### src/design/ppuds_pkg.sv
package ppuds_pkg;

  localparam int unsigned KeyWidth = 37;
  localparam logic [2:0] TickLastLane = 3'd6;
  localparam logic [2:0] KeyLastLane = 3'd2;

  typedef enum logic [1:0] {
    CMD_SPAWN = 2'd0,
    CMD_TICK  = 2'd1,
    CMD_DRAW  = 2'd2,
    CMD_NONE  = 2'd3
  } cmd_e;

  typedef enum logic [4:0] {
    ST_IDLE,
    ST_SP_RD,
    ST_SP_CK,
    ST_TK_RD,
    ST_TK_MUL,
    ST_TK_ADD,
    ST_TK_WR,
    ST_KY_RD,
    ST_KY_MUL,
    ST_KY_ADD,
    ST_KY_WR,
    ST_RK_RD,
    ST_RK_CMP,
    ST_SC_RD,
    ST_SC_WR,
    ST_CP_RD,
    ST_CP_WR
  } state_e;

  typedef struct packed {
    logic [47:0] pos;
    logic [47:0] vel;
    logic [63:0] col;
    logic [63:0] fade;
    logic [15:0] size;
    logic [15:0] life;
  } pool_ent_t;

  typedef struct packed {
    logic       capture;
    logic       use_slot;
    logic       spawn_chk;
    logic       tick_mul;
    logic       tick_add;
    logic       tick_wr;
    logic       key_mul;
    logic       key_add;
    logic       key_wr;
    logic       clr_rank;
    logic       rank_cmp;
    logic       scat_wr;
    logic       copy_wr;
    logic       clr_nlive;
    logic [2:0] lane;
  } cmd_t;

  typedef struct packed {
    logic enabled;
    logic slot_ok;
  } status_t;

endpackage

### src/design/ppuds_ctrl.sv
module ppuds_ctrl #(
  parameter int unsigned MAX_PARTICLES = 64
) (
  input  logic                             clk_i,
  input  logic                             rst_ni,
  input  logic                             start_i,
  input  logic [1:0]                       command_i,
  input  ppuds_pkg::status_t               status_i,
  output ppuds_pkg::cmd_t                  cmd_o,
  output logic [$clog2(MAX_PARTICLES)-1:0] i_o,
  output logic [$clog2(MAX_PARTICLES)-1:0] j_o,
  output logic                             busy_o
);

  localparam int unsigned IW = $clog2(MAX_PARTICLES);
  localparam logic [IW-1:0] LastIdx = IW'(MAX_PARTICLES - 1);

  ppuds_pkg::state_e state_q, state_d;
  logic [IW-1:0] i_q, i_d, j_q, j_d;
  logic [2:0]    lane_q, lane_d;

  always_ff @(posedge clk_i or negedge rst_ni) begin
    if (!rst_ni) begin
      state_q <= ppuds_pkg::ST_IDLE;
      i_q     <= '0;
      j_q     <= '0;
      lane_q  <= '0;
    end else begin
      state_q <= state_d;
      i_q     <= i_d;
      j_q     <= j_d;
      lane_q  <= lane_d;
    end
  end

  always_comb begin
    state_d = state_q;
    i_d     = i_q;
    j_d     = j_q;
    lane_d  = lane_q;
    cmd_o   = '0;
    cmd_o.lane = lane_q;
    case (state_q)
      ppuds_pkg::ST_IDLE: begin
        cmd_o.capture = start_i;
        if (start_i) begin
          case (ppuds_pkg::cmd_e'(command_i))
            ppuds_pkg::CMD_SPAWN: begin
              if (status_i.enabled && status_i.slot_ok) state_d = ppuds_pkg::ST_SP_RD;
            end
            ppuds_pkg::CMD_TICK: begin
              i_d     = '0;
              state_d = ppuds_pkg::ST_TK_RD;
            end
            ppuds_pkg::CMD_DRAW: begin
              if (status_i.enabled) begin
                i_d             = '0;
                cmd_o.clr_nlive = 1'b1;
                state_d         = ppuds_pkg::ST_KY_RD;
              end
            end
            default: state_d = ppuds_pkg::ST_IDLE;
          endcase
        end
      end
      ppuds_pkg::ST_SP_RD: begin
        cmd_o.use_slot = 1'b1;
        state_d        = ppuds_pkg::ST_SP_CK;
      end
      ppuds_pkg::ST_SP_CK: begin
        cmd_o.use_slot  = 1'b1;
        cmd_o.spawn_chk = 1'b1;
        state_d         = ppuds_pkg::ST_IDLE;
      end
      ppuds_pkg::ST_TK_RD: begin
        lane_d  = '0;
        state_d = ppuds_pkg::ST_TK_MUL;
      end
      ppuds_pkg::ST_TK_MUL: begin
        cmd_o.tick_mul = 1'b1;
        state_d        = ppuds_pkg::ST_TK_ADD;
      end
      ppuds_pkg::ST_TK_ADD: begin
        cmd_o.tick_add = 1'b1;
        if (lane_q == ppuds_pkg::TickLastLane) begin
          state_d = ppuds_pkg::ST_TK_WR;
        end else begin
          lane_d  = lane_q + 3'd1;
          state_d = ppuds_pkg::ST_TK_MUL;
        end
      end
      ppuds_pkg::ST_TK_WR: begin
        cmd_o.tick_wr = 1'b1;
        if (i_q == LastIdx) begin
          state_d = ppuds_pkg::ST_IDLE;
        end else begin
          i_d     = i_q + 1'b1;
          state_d = ppuds_pkg::ST_TK_RD;
        end
      end
      ppuds_pkg::ST_KY_RD: begin
        lane_d  = '0;
        state_d = ppuds_pkg::ST_KY_MUL;
      end
      ppuds_pkg::ST_KY_MUL: begin
        cmd_o.key_mul = 1'b1;
        state_d       = ppuds_pkg::ST_KY_ADD;
      end
      ppuds_pkg::ST_KY_ADD: begin
        cmd_o.key_add = 1'b1;
        if (lane_q == ppuds_pkg::KeyLastLane) begin
          state_d = ppuds_pkg::ST_KY_WR;
        end else begin
          lane_d  = lane_q + 3'd1;
          state_d = ppuds_pkg::ST_KY_MUL;
        end
      end
      ppuds_pkg::ST_KY_WR: begin
        cmd_o.key_wr   = 1'b1;
        cmd_o.clr_rank = 1'b1;
        if (i_q == LastIdx) begin
          i_d     = '0;
          j_d     = '0;
          state_d = ppuds_pkg::ST_RK_RD;
        end else begin
          i_d     = i_q + 1'b1;
          state_d = ppuds_pkg::ST_KY_RD;
        end
      end
      ppuds_pkg::ST_RK_RD: begin
        state_d = ppuds_pkg::ST_RK_CMP;
      end
      ppuds_pkg::ST_RK_CMP: begin
        cmd_o.rank_cmp = 1'b1;
        if (j_q == LastIdx) begin
          state_d = ppuds_pkg::ST_SC_RD;
        end else begin
          j_d     = j_q + 1'b1;
          state_d = ppuds_pkg::ST_RK_RD;
        end
      end
      ppuds_pkg::ST_SC_RD: begin
        state_d = ppuds_pkg::ST_SC_WR;
      end
      ppuds_pkg::ST_SC_WR: begin
        cmd_o.scat_wr  = 1'b1;
        cmd_o.clr_rank = 1'b1;
        j_d            = '0;
        if (i_q == LastIdx) begin
          i_d     = '0;
          state_d = ppuds_pkg::ST_CP_RD;
        end else begin
          i_d     = i_q + 1'b1;
          state_d = ppuds_pkg::ST_RK_RD;
        end
      end
      ppuds_pkg::ST_CP_RD: begin
        state_d = ppuds_pkg::ST_CP_WR;
      end
      ppuds_pkg::ST_CP_WR: begin
        cmd_o.copy_wr = 1'b1;
        if (i_q == LastIdx) begin
          state_d = ppuds_pkg::ST_IDLE;
        end else begin
          i_d     = i_q + 1'b1;
          state_d = ppuds_pkg::ST_CP_RD;
        end
      end
      default: state_d = ppuds_pkg::ST_IDLE;
    endcase
  end

  assign i_o    = i_q;
  assign j_o    = j_q;
  assign busy_o = (state_q != ppuds_pkg::ST_IDLE);

endmodule

### config.mk
export PLATFORM = sky130hd
export DESIGN_NAME = ppuds_ctrl
export DESIGN_NICKNAME = d
export VERILOG_FILES = /design/src/design/ppuds_pkg.sv /design/src/design/ppuds_ctrl.sv
export SDC_FILE = /design/constraint.sdc
export NUM_CORES = 1
export LEC_CHECK = 0
export BUFFER_PORTS_ARGS = -buffer_cell sky130_fd_sc_hd__buf_2
export CAP_MARGIN = 0
export CORE_MARGIN = 5
export CORE_UTILIZATION = 29
export DETAILED_ROUTE_END_ITERATION = 10
export GPL_ROUTABILITY_DRIVEN = 0
export PLACE_DENSITY = 0.59
export SYNTH_ARGS = -nofsm -noshare
export SYNTH_HDL_FRONTEND = slang
export SYNTH_SLANG_ARGS = --single-unit
### constraint.sdc
create_clock -name clk_i -period 2.2 [get_ports clk_i]
set_input_delay 0.33 -clock clk_i [delete_from_list [all_inputs] [get_ports clk_i]]
set_output_delay 0.33 -clock clk_i [all_outputs]
set_load 0.02 [all_outputs]
==> impl_results.md <==
* Status: completed
* Clock buffer depth at 2
* Largest family of logic cells by synthesized area: simple AND/OR/NAND/NOR gates
* CTS Root Buffer Type: clkbuf_8
* Worst-path cell chain: nand2b_1, nor3_1, buf_2
* Simple-gate share of the synthesized area at a little under a third
* Mux cell area share after synthesis at approximately 1.4%
* Core Rows at 27
* Crit Path Max Fanout at 21
* Post-Syn Instances at around 190
* Finish-stage setup viols at 0
* Crit Path Category: reg -> out
* DRT antenna net count at 0
* Worst setup SP type: flip-flop
* Remaining DRCs at 0
* Cell Int Power at about 0.56 mW
* Worst Skew at around 5.5 ps
* Clk pwr share at a little under 40%
* Net count after synthesis at slightly above 200
* Largest net degree at the start of global routing at 22
* PwrDens at between 300 and 400 nW/um^2
* Clock Latency Late Sink at between 200 and 300 ps
* Number of DRC markers in iteration 0 at roughly 130
* Arrival @ worst endpoint at approximately 1700 ps
* Post-synth EDFFs at 0
* Top achievable clock speed at between 400 and 500 MHz
* # H-tree levels at 1
* Post-CTS Setup Inserts at 0
* Global route overflow at 0
* FF-to-FF End: i_o[3]
* Avg Cell Area, Syn at 8.36 sq um
* DR vias at approximately 1500
* Full die area at 7150 sq um
* Buffers added on ports at 36
* Reg-to-reg startpoint: state_q[4]
* Max cap viols at 0
* # IOs at 37
* Post-synthesis sequential area ratio at 31.0%
* Initial antenna violation count at 0
* Leakage at ~0.9 nW
* CTS Sinks at 20
* CTS resizes at 1
* Grt peak-use layer: met2
* Hold buffer count at CTS at 0
* Slew HR at around two thirds
* Yosys reg bits at 20
* CTS buffer count at 3
* WL per Instance at roughly 14 microns
* Commonest non-fill, non-tap cell in the layout: buf_2
* Unique masters post-synth at 57
* Crit end category: output pin
* Worst Max-Slew Pin Slew at 494 ps
* Post-Synth Adder-Cell Area at ~5.4%
* Post-Synth XOR/XNOR Area at less than 1%
* Crit share post-route at between 90% and 100%
* Sw Ratio at about a quarter
* Min Hold Slack at roughly 24 ps
* Switching pwr at 0.175 mW
* CTS tree: done
* Die width at between 80 and 90 microns
* Post-synth top flop: dfrtp_1
* Critical path's slowest cell: dfrtp_2
* Cell area after synthesis at 1610 sq um
* Comb pwr share at a little under a tenth
* Layout Utilization at a little over a third
* Drt total wl at between 4 and 5 mm
* Flop pwr share at a little over half
* Fin. max-slew vios at 0
* First drt pass iteration count at 4
* Flop2flop setup slack at around 240 ps
* NumNets Final at about 240
* Dpl hpwl at around 3.3 mm
* Gr usage total at between 10% and 20%
* Placed cell areas at around 1900 sq um
* Total Power at ~0.73 mW
* Vias/cell at a little over 5
* Grt met3 use at ~2.6%
* Clock Pin Slew Worst Setup and Hold Paths at about 80 ps
* Fin crit period at approximately 2000 ps
* Setup TNS at 0 ps
* Area grow syn2layout at 19.5%
* Fraction of layout instances using a drive strength above 1 at between 20% and 30%
* Hold Path Class: in -> async
* Design area at 1930 sq um
* Synth Area in Compound Gates at 25.8%
* RSZ-0062 raised after global routing: false
* Initial Util at 29.7%
* Worst Reg2Reg Path Length in Cells at 6
* CP max stage delay at 560 ps
* Post-synth ARST share at 100%
* YS warnings at 0
* Chip height at 84.6 microns
* Max IR drop VDD at about 0.00028 V
* Final hold violations at 0
* Critical Path Start: state_q[1]
* CP Data Required Time at 1870 ps
* Met1 Resource Use GR at between 10% and 20%
* Met2 Track Usage GR at approximately 20%
* Area of the core at between 5000 and 6000 sq um
* Commonest non-fill, non-tap cells in the layout: buf_2, dfrtp_1, nand2_1, nor3_1, nor2_1
* Number of inserted diodes at 0
* Vias in the first global route at between 1000 and 1500
* Global-route wire length before repair at approximately 7 mm
## layout make-up
| class | instances | area, sq um |
|---|---|---|
| Tap cell | 72 | 90.1 |
| Inverter | 9 | 33.8 |
| Timing Repair Buffer | 42 | 225 |
| Sequential cell | 20 | 502 |
| Clock buffer | 4 | 55.1 |
| Fill cell | 577 | 3510 |
| Multi-Input combinational cell | 154 | 1020 |
## power by group through the flow
| stage | clock network, mW | logic [mW] | registers (mW) |
|---|---|---|---|
| final | 0.284 | 0.0667 | 0.383 |
| after global routing | 0.312 | 0.0745 | 0.384 |
| after CTS | 0.296 | 0.0682 | 0.383 |
| after detailed placement | 0 | 0.0684 | 0.390 |
| after global placement | 0 | 0.0675 | 0.390 |
| after floorplan | 0 | 0.0301 | 0.397 |
## critical path: cells and delay by family (launching register included)
kind | cells | cell delay, ps
and+or+nand+nor | 2 | 650
DFF | 1 | 560
buffers and inverters | 1 | 230
## state kept, by name (all words and copies together), names as in the netlist
signal   flops
state_q      5
j_o          6
i_o          6
lane_q       3
## routing by layer
layer / vias up / routed length (microns)
met1: 723 / 1930
met2: 35 / 2090
li1: 784 / -
met4: 0 / 27
met5: - / 0
met3: 5 / 186
## synthesized netlist by cell type (all sizes together), types with 3 or more instances
master,count,area [sq um]
nor2b,5,31.3
or2,3,18.8
nor2,14,55.1
and2,3,18.8
nor3b,4,30.0
o21ai,14,70.1
a311oi,3,43.8
buf,8,50.0
ha,7,87.6
and3,3,18.8
nor3,14,70.1
o22ai,5,43.8
nand3,7,35.0
a21oi,12,60.1
inv,9,33.8
dfrtp,20,500
nand2,17,63.8
nand2b,7,51.3
o31ai,5,42.5
## logic make-up (layout without fill, tap and decap cells)
family | Yosys count | count (layout)
buf+inv | 19 | 55
flops | 20 | 20
mux | 2 | 2
simple gates | 88 | 88
xor+xnor | 1 | 1
fa+ha+maj | 7 | 7
compound gates | 56 | 56
## through the flow
step	instances	setup WS [ps]
after global routing	301	34.2
after global placement	297	231
after detailed placement	297	225
final	301	173
after floorplan	193	336
after CTS	301	186
## worst max path at each step
stage	end	slack [ps]	cells past startpoint
finish	cmd_o[8]	170	3
global route	cmd_o[8]	30	3
CTS	cmd_o[8]	190	3
detailed placement	j_o[3]	220	5
global placement	j_o[0]	230	4
floorplan	cmd_o[3]	340	5
No activity file was read; power rests on OpenSTA's default activity.
